`src/fskuart_pkg.sv`:
```
// shared types and constants for the fsk uart modem framer
`default_nettype none

package fskuart_pkg;

    // configuration register indexes
    typedef enum logic [1:0] {
        REG_BIT_TICKS        = 2'd0,
        REG_HALF_BIT_TICKS   = 2'd1,
        REG_PERIOD_THRESHOLD = 2'd2,
        REG_UNUSED           = 2'd3
    } cfg_reg_t;

    // configuration reset values
    localparam logic [15:0] BIT_TICKS_RST        = 16'd833;
    localparam logic [15:0] HALF_BIT_TICKS_RST   = 16'd416;
    localparam logic [15:0] PERIOD_THRESHOLD_RST = 16'd16075;

    // demodulator status handed to the receive framer
    typedef struct packed {
        logic tone;       // tone bit after this tick's edge, 1 mark
        logic fall;       // mark-to-space change seen this tick
    } demod_stat_t;

endpackage

`default_nettype wire

```
`src/fskuart_demod.sv`:
```
// tone demodulator: capture period compare and mark/space decision
`default_nettype none

module fskuart_demod
    import fskuart_pkg::*;
(
    input  wire logic        aclk,
    input  wire logic        aresetn,
    input  wire logic        advance,
    input  wire logic        edge_seen,
    input  wire logic [15:0] edge_time,
    input  wire logic [15:0] period_threshold,
    output demod_stat_t      stat
);

    logic [15:0] last_edge_reg, last_edge_next;
    logic        tone_reg, tone_next;
    logic [15:0] delta;

    // wrapped period between captures and tone decision
    always_comb begin
        delta          = edge_time - last_edge_reg;
        last_edge_next = last_edge_reg;
        tone_next      = tone_reg;
        if (edge_seen) begin
            last_edge_next = edge_time;
            tone_next      = (delta > period_threshold);
        end
        stat.tone = tone_next;
        stat.fall = edge_seen && tone_reg && !tone_next;
    end

    // capture state
    always_ff @(posedge aclk) begin
        if (!aresetn) begin
            last_edge_reg <= '0;
            tone_reg      <= 1'b1;
        end else if (advance) begin
            last_edge_reg <= last_edge_next;
            tone_reg      <= tone_next;
        end
    end

endmodule

`default_nettype wire

```
`src/fskuart_rx.sv`:
```
// receive framer: start, data lsb first, odd parity and stop checks
`default_nettype none

module fskuart_rx
    import fskuart_pkg::*;
#(
    parameter int DATA_BITS   = 8,
    parameter int TIMER_WIDTH = 16
) (
    input  wire logic        aclk,
    input  wire logic        aresetn,
    input  wire logic        advance,
    input  demod_stat_t      stat,
    input  wire logic [15:0] bit_ticks,
    input  wire logic [15:0] half_bit_ticks,
    output logic             rx_valid,
    output logic [7:0]       rx_byte
);

    typedef enum logic [2:0] {
        PH_IDLE, PH_START, PH_DATA, PH_PARITY, PH_STOP
    } rx_phase_t;

    localparam logic [3:0] LAST_COUNT = 4'(DATA_BITS);

    rx_phase_t              phase_reg, phase_next;
    logic [DATA_BITS-1:0]   shift_reg, shift_next;
    logic [3:0]             count_reg, count_next;
    logic [TIMER_WIDTH-1:0] timer_reg, timer_next;

    logic [TIMER_WIDTH+15:0] bit_ext, half_ext;
    logic [DATA_BITS+7:0]    byte_ext;
    logic                    expire;

    // period registers masked to the timer width
    assign bit_ext  = {{TIMER_WIDTH{1'b0}}, bit_ticks};
    assign half_ext = {{TIMER_WIDTH{1'b0}}, half_bit_ticks};
    assign byte_ext = {8'd0, shift_reg};

    // frame sequencing
    always_comb begin
        phase_next = phase_reg;
        shift_next = shift_reg;
        count_next = count_reg;
        timer_next = timer_reg;
        rx_valid   = 1'b0;
        rx_byte    = 8'd0;
        expire     = (timer_reg <= TIMER_WIDTH'(1));
        if (phase_reg == PH_IDLE) begin
            if (stat.fall) begin
                phase_next = PH_START;
                timer_next = half_ext[TIMER_WIDTH-1:0];
            end
        end else if (!expire) begin
            timer_next = timer_reg - TIMER_WIDTH'(1);
        end else begin
            timer_next = bit_ext[TIMER_WIDTH-1:0];
            unique case (phase_reg)
                PH_START: begin
                    if (!stat.tone) begin
                        shift_next = '0;
                        count_next = '0;
                        phase_next = PH_DATA;
                    end else begin
                        phase_next = PH_IDLE;
                    end
                end
                PH_DATA: begin
                    for (int i = 0; i < DATA_BITS; i++) begin
                        if (count_reg == 4'(i))
                            shift_next[i] = shift_reg[i] | stat.tone;
                    end
                    count_next = count_reg + 4'd1;
                    if (count_next >= LAST_COUNT)
                        phase_next = PH_PARITY;
                end
                PH_PARITY: begin
                    phase_next = (stat.tone == ~^shift_reg) ? PH_STOP : PH_IDLE;
                end
                PH_STOP: begin
                    if (stat.tone) begin
                        rx_valid = 1'b1;
                        rx_byte  = byte_ext[7:0];
                    end
                    phase_next = PH_IDLE;
                end
                default: phase_next = PH_IDLE;
            endcase
        end
    end

    // framer state
    always_ff @(posedge aclk) begin
        if (!aresetn) begin
            phase_reg <= PH_IDLE;
            shift_reg <= '0;
            count_reg <= '0;
            timer_reg <= '0;
        end else if (advance) begin
            phase_reg <= phase_next;
            shift_reg <= shift_next;
            count_reg <= count_next;
            timer_reg <= timer_next;
        end
    end

endmodule

`default_nettype wire

```
`src/fskuart_tx.sv`:
```
// transmit framer: 8-o-1 style frame to mark/space tone
`default_nettype none

module fskuart_tx
    import fskuart_pkg::*;
#(
    parameter int DATA_BITS   = 8,
    parameter int TIMER_WIDTH = 16
) (
    input  wire logic        aclk,
    input  wire logic        aresetn,
    input  wire logic        advance,
    input  wire logic        send_request,
    input  wire logic [7:0]  send_byte,
    input  wire logic [15:0] bit_ticks,
    output logic             tone_mark,
    output logic             tx_busy,
    output logic             send_accepted
);

    localparam int         FRAME_LEN  = DATA_BITS + 3;
    localparam logic [3:0] FRAME_LAST = 4'(FRAME_LEN);

    logic [FRAME_LEN-1:0]   shift_reg, shift_next;
    logic [3:0]             pos_reg, pos_next;
    logic                   active_reg, active_next;
    logic [TIMER_WIDTH-1:0] timer_reg, timer_next;

    logic [TIMER_WIDTH+15:0] bit_ext;
    logic [DATA_BITS+7:0]    data_ext;
    logic [DATA_BITS-1:0]    data;

    assign bit_ext  = {{TIMER_WIDTH{1'b0}}, bit_ticks};
    assign data_ext = {{DATA_BITS{1'b0}}, send_byte};
    assign data     = data_ext[DATA_BITS-1:0];

    // bit timing, then a new request when free
    always_comb begin
        shift_next    = shift_reg;
        pos_next      = pos_reg;
        active_next   = active_reg;
        timer_next    = timer_reg;
        send_accepted = 1'b0;
        if (active_reg) begin
            if (timer_reg <= TIMER_WIDTH'(1)) begin
                timer_next = bit_ext[TIMER_WIDTH-1:0];
                pos_next   = pos_reg + 4'd1;
                if (pos_next >= FRAME_LAST) begin
                    active_next = 1'b0;
                    pos_next    = '0;
                end
            end else begin
                timer_next = timer_reg - TIMER_WIDTH'(1);
            end
        end
        // a frame ending on this tick frees the transmitter for a request
        if (send_request && !active_next) begin
            shift_next    = {1'b1, ~^data, data, 1'b0};
            pos_next      = '0;
            active_next   = 1'b1;
            timer_next    = bit_ext[TIMER_WIDTH-1:0];
            send_accepted = 1'b1;
        end
        // tone for the current frame bit, idle mark otherwise
        tone_mark = 1'b1;
        if (active_next) begin
            for (int i = 0; i < FRAME_LEN; i++) begin
                if (pos_next == 4'(i))
                    tone_mark = shift_next[i];
            end
        end
        tx_busy = active_next;
    end

    // framer state
    always_ff @(posedge aclk) begin
        if (!aresetn) begin
            shift_reg  <= '0;
            pos_reg    <= '0;
            active_reg <= 1'b0;
            timer_reg  <= '0;
        end else if (advance) begin
            shift_reg  <= shift_next;
            pos_reg    <= pos_next;
            active_reg <= active_next;
            timer_reg  <= timer_next;
        end
    end

endmodule

`default_nettype wire

```
`src/fsk_uart_modem_framer_top.sv`:
```
// top level of the fsk uart modem framer: registers, handshakes and framers
//
//  channel   direction  contents
//  s_*       in         one timebase tick: capture and send request
//  m_*       out        one result per tick: tone, status, received byte
//  cfg_*     in         register writes (bit, half bit, threshold)
//
//  one tick is taken per clock unless the m_ side stalls; a transfer passes through
//  the input register, then the result register
//  rate is set by the single pass through the framer logic between the registers
//  reset is synchronous on aresetn low; configuration returns to 833/416/16075
//  a stalled m_ side holds the result and stops the input register from advancing
`default_nettype none

module fsk_uart_modem_framer_top
    import fskuart_pkg::*;
#(
    parameter int DATA_BITS   = 8,
    parameter int TIMER_WIDTH = 16
) (
    input  wire logic        aclk,
    input  wire logic        aresetn,
    // input ticks
    input  wire logic        s_tvalid,
    output logic             s_tready,
    input  wire logic [23:0] s_tdata,   // edge_time[15:0], send_byte[23:16]
    input  wire logic [1:0]  s_tuser,   // edge_seen[0], send_request[1]
    // results
    output logic             m_tvalid,
    input  wire logic        m_tready,
    output logic [15:0]      m_tdata,   // tone_mark[0], tx_busy[1], send_accepted[2],
                                        // rx_byte[10:3], demod_bit[11], zero[15:12]
    output logic             m_tuser,   // rx_byte_valid[0]
    // configuration writes
    input  wire logic        cfg_valid,
    output logic             cfg_ready,
    input  wire logic [1:0]  cfg_index,
    input  wire logic [15:0] cfg_data
);

    logic        in_valid_reg;
    logic        edge_seen_reg, send_request_reg;
    logic [15:0] edge_time_reg;
    logic [7:0]  send_byte_reg;
    logic        advance;

    logic [15:0] bit_ticks_reg, half_bit_ticks_reg, period_threshold_reg;

    logic             out_valid_reg;
    logic [15:0]      out_data_reg;
    logic             out_user_reg;

    demod_stat_t stat;
    logic        rx_valid;
    logic [7:0]  rx_byte;
    logic        tone_mark, tx_busy, send_accepted;

    // handshakes
    assign advance   = in_valid_reg && (!out_valid_reg || m_tready);
    assign s_tready  = !in_valid_reg || advance;
    assign cfg_ready = 1'b1;
    assign m_tvalid  = out_valid_reg;
    assign m_tdata   = out_data_reg;
    assign m_tuser   = out_user_reg;

    // configuration registers
    always_ff @(posedge aclk) begin
        if (!aresetn) begin
            bit_ticks_reg        <= BIT_TICKS_RST;
            half_bit_ticks_reg   <= HALF_BIT_TICKS_RST;
            period_threshold_reg <= PERIOD_THRESHOLD_RST;
        end else if (cfg_valid) begin
            unique case (cfg_reg_t'(cfg_index))
                REG_BIT_TICKS:        bit_ticks_reg        <= cfg_data;
                REG_HALF_BIT_TICKS:   half_bit_ticks_reg   <= cfg_data;
                REG_PERIOD_THRESHOLD: period_threshold_reg <= cfg_data;
                default: ;
            endcase
        end
    end

    // input register
    always_ff @(posedge aclk) begin
        if (!aresetn) begin
            in_valid_reg <= 1'b0;
        end else if (s_tready) begin
            in_valid_reg <= s_tvalid;
        end
    end

    always_ff @(posedge aclk) begin
        if (s_tready && s_tvalid) begin
            edge_seen_reg    <= s_tuser[0];
            send_request_reg <= s_tuser[1];
            edge_time_reg    <= s_tdata[15:0];
            send_byte_reg    <= s_tdata[23:16];
        end
    end

    fskuart_demod u_demod (
        .aclk             (aclk),
        .aresetn          (aresetn),
        .advance          (advance),
        .edge_seen        (edge_seen_reg),
        .edge_time        (edge_time_reg),
        .period_threshold (period_threshold_reg),
        .stat             (stat)
    );

    fskuart_rx #(
        .DATA_BITS   (DATA_BITS),
        .TIMER_WIDTH (TIMER_WIDTH)
    ) u_rx (
        .aclk           (aclk),
        .aresetn        (aresetn),
        .advance        (advance),
        .stat           (stat),
        .bit_ticks      (bit_ticks_reg),
        .half_bit_ticks (half_bit_ticks_reg),
        .rx_valid       (rx_valid),
        .rx_byte        (rx_byte)
    );

    fskuart_tx #(
        .DATA_BITS   (DATA_BITS),
        .TIMER_WIDTH (TIMER_WIDTH)
    ) u_tx (
        .aclk          (aclk),
        .aresetn       (aresetn),
        .advance       (advance),
        .send_request  (send_request_reg),
        .send_byte     (send_byte_reg),
        .bit_ticks     (bit_ticks_reg),
        .tone_mark     (tone_mark),
        .tx_busy       (tx_busy),
        .send_accepted (send_accepted)
    );

    // result register
    always_ff @(posedge aclk) begin
        if (!aresetn) begin
            out_valid_reg <= 1'b0;
        end else if (advance) begin
            out_valid_reg <= 1'b1;
        end else if (m_tready) begin
            out_valid_reg <= 1'b0;
        end
    end

    always_ff @(posedge aclk) begin
        if (advance) begin
            out_data_reg <= {4'd0, stat.tone, rx_byte, send_accepted, tx_busy, tone_mark};
            out_user_reg <= rx_valid;
        end
    end

endmodule

`default_nettype wire
```
`config.mk`:
```
export PLATFORM = sky130hd
export DESIGN_NAME = fsk_uart_modem_framer_top
export DESIGN_NICKNAME = d
export VERILOG_FILES = /design/src/fskuart_pkg.sv /design/src/fskuart_demod.sv /design/src/fskuart_rx.sv /design/src/fskuart_tx.sv /design/src/fsk_uart_modem_framer_top.sv
export SDC_FILE = /design/constraint.sdc
export NUM_CORES = 1
export LEC_CHECK = 0
export BUFFER_PORTS_ARGS = -buffer_cell sky130_fd_sc_hd__buf_2
export CAP_MARGIN = 20
export CORE_UTILIZATION = 66
export DETAILED_ROUTE_END_ITERATION = 12
export GPL_TIMING_DRIVEN = 0
export PLACE_DENSITY = 0.89
export SLEW_MARGIN = 20
export SYNTH_ARGS = -nofsm -noshare
export SYNTH_HDL_FRONTEND = slang
export SYNTH_HIERARCHICAL = 1
export SYNTH_SLANG_ARGS = --single-unit
```
`constraint.sdc`:
```
create_clock -name aclk -period 6.45 [get_ports aclk]
set_input_delay 0 -clock aclk [delete_from_list [all_inputs] [get_ports aclk]]
set_output_delay 0 -clock aclk [all_outputs]
set_load 0.005 [all_outputs]
```
### After elaboration in Yosys (flattened, before gate mapping)

Cells that the tools add are included.

* bitwise operators: 11
* shift operators: 0
* reduce and logical (&&, ||, !) cells: 38
* divide/modulo/power cells: 0
* mux-type cells: 50
* $lt $le $gt $ge: 5
* multipliers: 0
* equality and inequality tests: 35
* add/sub/neg operators: 5

Operators by type and width (number)
* $mux W16: 6
* $reduce_and A5 Y1: 9
* $eq A4 B3 Y1 const B: 8
* $le A16 B1 Y1 const B: 2
* $sub A16 B1 Y16 const B: 2
* $mux W1: 28
* $mux W4: 5
* $eq A4 B2 Y1 const B: 4
* $gt A16 B16 Y1: 1
* $ne A2 B1 Y1 const B: 8
* $pmux W8 S2: 1
* $reduce_xnor A8 Y1: 2
* $sub A16 B16 Y16: 1
* $mux W3: 5
* $eq A4 B4 Y1 const B: 3
* $reduce_and A2 Y1: 6
* $mux W11: 1
* $pmux W3 S3: 1
* $add A4 B1 Y4 const B: 2
* $eq A4 B1 Y1 const B: 2
* $ge A4 B4 Y1 const B: 2
* $logic_not A4 Y1: 2
* $mux W8: 1
* $or A1 B1 Y1: 8
* other kinds (19): 34

* output and inout port bits: 20
* input port bits: 49
* bits in registers: 169
* bits in writable memories: 0
* bits in latches: 0
* word-level logic and storage cells: 174
* memories kept: 0
* bits in read-only memories: 0

### Longest topological paths before layout

* depth after elaboration: 20
* gate-level depth with buffers: 20

### Modules after synthesis

The synthesis kept the hierarchy.

By module, submodules not included
* fsk_uart_modem_framer_top: instances 1, sequential area each 2172.1 sq um, cells an instance 248, area an instance 3206.8 sq um
* fskuart_tx: instances 1, sequential area each 640.6 sq um, cells an instance 292, area an instance 2210.9 sq um
* fskuart_rx: instances 1, sequential area each 620.6 sq um, cells an instance 274, area an instance 2123.3 sq um
* fskuart_demod: instances 1, sequential area each 340.3 sq um, cells an instance 264, area an instance 1986.9 sq um

### Least setup slack after synthesis

OpenSTA, ideal clock, no wires.

* path type: flip-flop to flip-flop
* from: register edge_time_reg[0]
* to: register u_rx.phase_reg[2]
* cell stages (with the launch flop): 21
* clock period less this slack: 4.418 ns
* required time: 6.378 ns
* path slack: 2.032 ns
* arrival: 4.346 ns
* cells stage by stage: edfxtp_1 inv_1 ha_1 fa_1 nor2b_4 o2111ai_2 nand4_2 a21oi_1 or3_1 ha_1 nand4_1 nor2_1 a221o_1 o31a_1 mux2_4 buf_4 xnor2_1 xnor3_1 xnor2_1 or4_1 mux2i_1

* word-level cells in the longest chain between the ends: 8

Ends and longest elaborated chain
* start, declared: line fsk_uart_modem_framer_top.sv:43 `logic [15:0] edge_time_reg;`
* start signal, assigned: line fsk_uart_modem_framer_top.sv:95 `edge_time_reg <= s_tdata[15:0];`
* $sub A16 B16 Y16 *: line fskuart_demod.sv:22 `delta = edge_time - last_edge_reg;`
* $gt A16 B16 Y1 *: line fskuart_demod.sv:27 `tone_next = (delta > period_threshold);`
* $mux W1 *: line fskuart_demod.sv:25 `if (edge_seen) begin`
* net u_demod.tone_next: line fskuart_demod.sv:17 `logic tone_reg, tone_next;`
* $eq A1 B1 Y1: line fskuart_rx.sv:78 `phase_next = (stat.tone == ~^shift_reg) ? PH_STOP : PH_IDLE;`
* $mux W3: line fskuart_rx.sv:78
* $pmux W3 S3: line fskuart_rx.sv:58 `unique case (phase_reg)`
* $mux W3: line fskuart_rx.sv:54 `end else if (!expire) begin`
* $mux W3: line fskuart_rx.sv:49 `if (phase_reg == PH_IDLE) begin`
* end signal, assigned: line fskuart_rx.sv:100 `phase_reg <= phase_next;`
* end, declared: line fskuart_rx.sv:26 `rx_phase_t phase_reg, phase_next;`

Mark *: on every way through the listed nets, which the timed path passes. The rest lies on a longest branch. The select of a mux whose other input is x is not followed.
A chain may end at the register's enable or synchronous reset.

==> flow_summary.toml <==
[synthesis]
yosys.cell_types.count = 92
synthesis.area_per_instance_um2 = 8.84
post_synth_instance_area_um2 = 9530
ys_ff_latch = 169
synth.yosys.seq_area_share = 0.396
ys_dominant_reg_cell = "sky130_fd_sc_hd__dfxtp_1"
yosysWarningCount = 6
synth_most_common_cell = "sky130_fd_sc_hd__nand2_1"
synth_top_cell_area_share = 0.273
synth.cells.most_frequent = "144 x sky130_fd_sc_hd__nand2_1, 130 x sky130_fd_sc_hd__dfxtp_1, 65 x sky130_fd_sc_hd__mux2i_1, 60 x sky130_fd_sc_hd__inv_1"
synth_edf_count = 39
netlist_top_cells_area = "sky130_fd_sc_hd__dfxtp_1 27%, sky130_fd_sc_hd__edfxtp_1 12%, sky130_fd_sc_hd__mux2i_1 6.8%"
async_reset_ff_frac = 0
postSynthCellCount = 1078
netlist.top_cell.by_area = "sky130_fd_sc_hd__dfxtp_1"

[placed_design]
post-dp-hpwl_um = 16800
io_buffers = 63
place.detailed.instances = 1325
gp_routability_congestion = 0.953

[worst_hold_path]
min_path_type = "primary input to flop"

[grt]
wire_length_of_the_first_global_routing_pass_um = 41500
grt_remaining_overflow = 0
maximum_number_of_pins_on_one_net_before_global_route_repair = 26
antenna_found_initial = 1
first_global_vias = 8423
grtUsageTotal = 0.362

[power]
static_leakage_uw = 0.00458
cellPowerDensity_nw_per_um2 = 262
peakVddDrop_uv = 205

[finish]
finish.net_count = 1300
cell_count_final_fillers_out = 1403
drive_above_1_share = 0.122
syn2layout_area_growth_pct = 17.5
nFillCells = 877

[timing]
timing.final.crit_share = 0.817
max-slew-margin-rel = 0.428
finalSetupTns_ns = 0
finalSetupViolations = 0
report.final.slew_viol_count = 0
finalHoldWorstSlack_ns = 0.0312
tightest_slew_ns = 0.850
layout_min_cycle_time_ns = 5.27
report.final.hold_viol_count = 0
fmax_mhz = 190
clock_skew_ns = 0.0125
unrepaired_setup_endpoints_after_global_routing = "false"

[clocking]
worst_setup_hold_path_clk_slew_ns = 0.06
clock_tree.htree_level_count = 4
clock_latency_ns = 0.43
cts_root_buf = "sky130_fd_sc_hd__clkbuf_16"
cts_buffers = 17
maximum_clock_path_buffer_count = 2
tritoncts = "built"
numClockSinks = 169
post_cts_buffers = 0

[die]
core_area_um2 = 14000
io_pins = 69
initial_utilization = 0.681
die_width_um = 122
die_h_um = 122
number_of_rows_created_at_floorplan = 43
dieArea_um2 = 14900

[run]
max_cap_violations = 0

[setup_path]
worstSetupStartpointType = "flop"
highest_net_fanout_along_the_worst_path = 10
criticalPathCategory = "flop to flop"
cp-end-kind = "flop"
worst_ep_arrival_time_ns = 5.59
cp.required_ns = 6.77

[detailed_routing]
routedWlPerCell_um = 19.0
drt_wl_total_um = 26700
first_pass_iters = 5
drcViolationCount = 0
drt.antenna.violating_nets = 0
route.detailed.vias_per_inst = 6.37
drt-initial-drc-count = 1088
num_vias = 8933

[run_status]
run_status = "finished clean"
==> layout by cell type, fill, tap and decap left out, types with 18 or more instances in the layout <==
master and instances:
sky130_fd_sc_hd__dfxtp_1 130, sky130_fd_sc_hd__ha_1 41, sky130_fd_sc_hd__dlygate4sd3_1 45, sky130_fd_sc_hd__clkbuf_1 34, sky130_fd_sc_hd__inv_1 60, sky130_fd_sc_hd__and2_1 26
sky130_fd_sc_hd__nor3_1 23, sky130_fd_sc_hd__nor2_1 58, sky130_fd_sc_hd__nand2_1 144, sky130_fd_sc_hd__o21ai_0 57, sky130_fd_sc_hd__a21oi_1 57, sky130_fd_sc_hd__xnor2_1 22
sky130_fd_sc_hd__a21boi_0 19, sky130_fd_sc_hd__mux2i_1 65, sky130_fd_sc_hd__nor2b_1 37, sky130_fd_sc_hd__nand3_1 18, sky130_fd_sc_hd__edfxtp_1 39, sky130_fd_sc_hd__clkbuf_16 19
sky130_fd_sc_hd__buf_2 78
==> worst max-delay path: stages (launching register included) <==
cell	delay, ns
sky130_fd_sc_hd__dfxtp_1	0.40
sky130_fd_sc_hd__inv_1	0.07
sky130_fd_sc_hd__ha_1	0.27
sky130_fd_sc_hd__nor2b_1	0.17
sky130_fd_sc_hd__o211ai_1	0.37
sky130_fd_sc_hd__a21oi_1	0.22
sky130_fd_sc_hd__nor4_1	0.36
sky130_fd_sc_hd__mux2i_1	0.17
sky130_fd_sc_hd__ha_1	0.35
sky130_fd_sc_hd__nand4_1	0.15
sky130_fd_sc_hd__nor4_1	0.51
sky130_fd_sc_hd__a21boi_1	0.25
sky130_fd_sc_hd__o31a_1	0.24
sky130_fd_sc_hd__nor2_1	0.13
sky130_fd_sc_hd__o21ai_1	0.69
sky130_fd_sc_hd__clkbuf_1	0.43
sky130_fd_sc_hd__nand2_1	0.10
sky130_fd_sc_hd__a221oi_1	0.27
==> power breakdown <==
group	switching, uW	internal, uW
registers	43.2	1130
logic	416	278
clock network	435	626
total	895	2030
==> per-layer routing <==
layer  wire, um  vias up  global-route usage
li1           -     4090                   -
met1      10400     4185               0.436
met2      12900      554               0.604
met3       2180      104              0.0698
met4       1180        0               0.204
met5          0        -                   0
==> layout make-up <==
type,instances,area (um^2),area share
multi-input combinational,790,5250,0.469
clock buffer,22,497,0.0444
buffer,61,308,0.0275
tap,180,225,0.0201
inverter,61,229,0.0205
timing repair buffer,109,793,0.0709
sequential,169,3770,0.337
clock inverter,10,111,0.00995
antenna,1,2.50,0.000224
==> timing repair <==
item                      in CTS  in global routing
hold endpoints to repair      76                  0
hold buffers                  45                  0
gates resized for setup        0                  0
==> final timing paths <==
check / from / to / slack [ns] / depth (start not counted)
max: u_demod/last_edge_reg[1] / u_rx/timer_reg[5] / 1.18 / 17
min: aresetn / u_demod/tone_reg / 0.03 / 3
max reg2reg: u_demod/last_edge_reg[1] / u_rx/timer_reg[5] / 1.18 / 17
min reg2reg: u_rx/timer_reg[13] / u_rx/timer_reg[13] / 0.46 / 2
==> metrics by stage <==
step	cell area (um^2)	setup WS [ns]	total power (uW)	utilization
3_3_place_gp	10100	1.60	1800	0.721
3_5_place_dp	10100	1.49	1820	0.724
4_1_cts	11200	1.40	2880	0.800
2_1_floorplan	9540	2.03	1660	-
6_report	11200	1.18	2930	0.800
5_1_grt	11200	0.975	3030	0.800
==> logic make-up after synthesis <==
| kind of cell | share of synthesized area |
|---|---|
| simple gates | 0.217 |
| compound gates | 0.169 |
| flops | 0.396 |
| buf+inv | 0.0563 |
| mux | 0.0725 |
| fa+ha+maj | 0.0559 |
| xor+xnor | 0.0318 |
| other cells | 0.000788 |
Power figures use the tool's default switching activity.
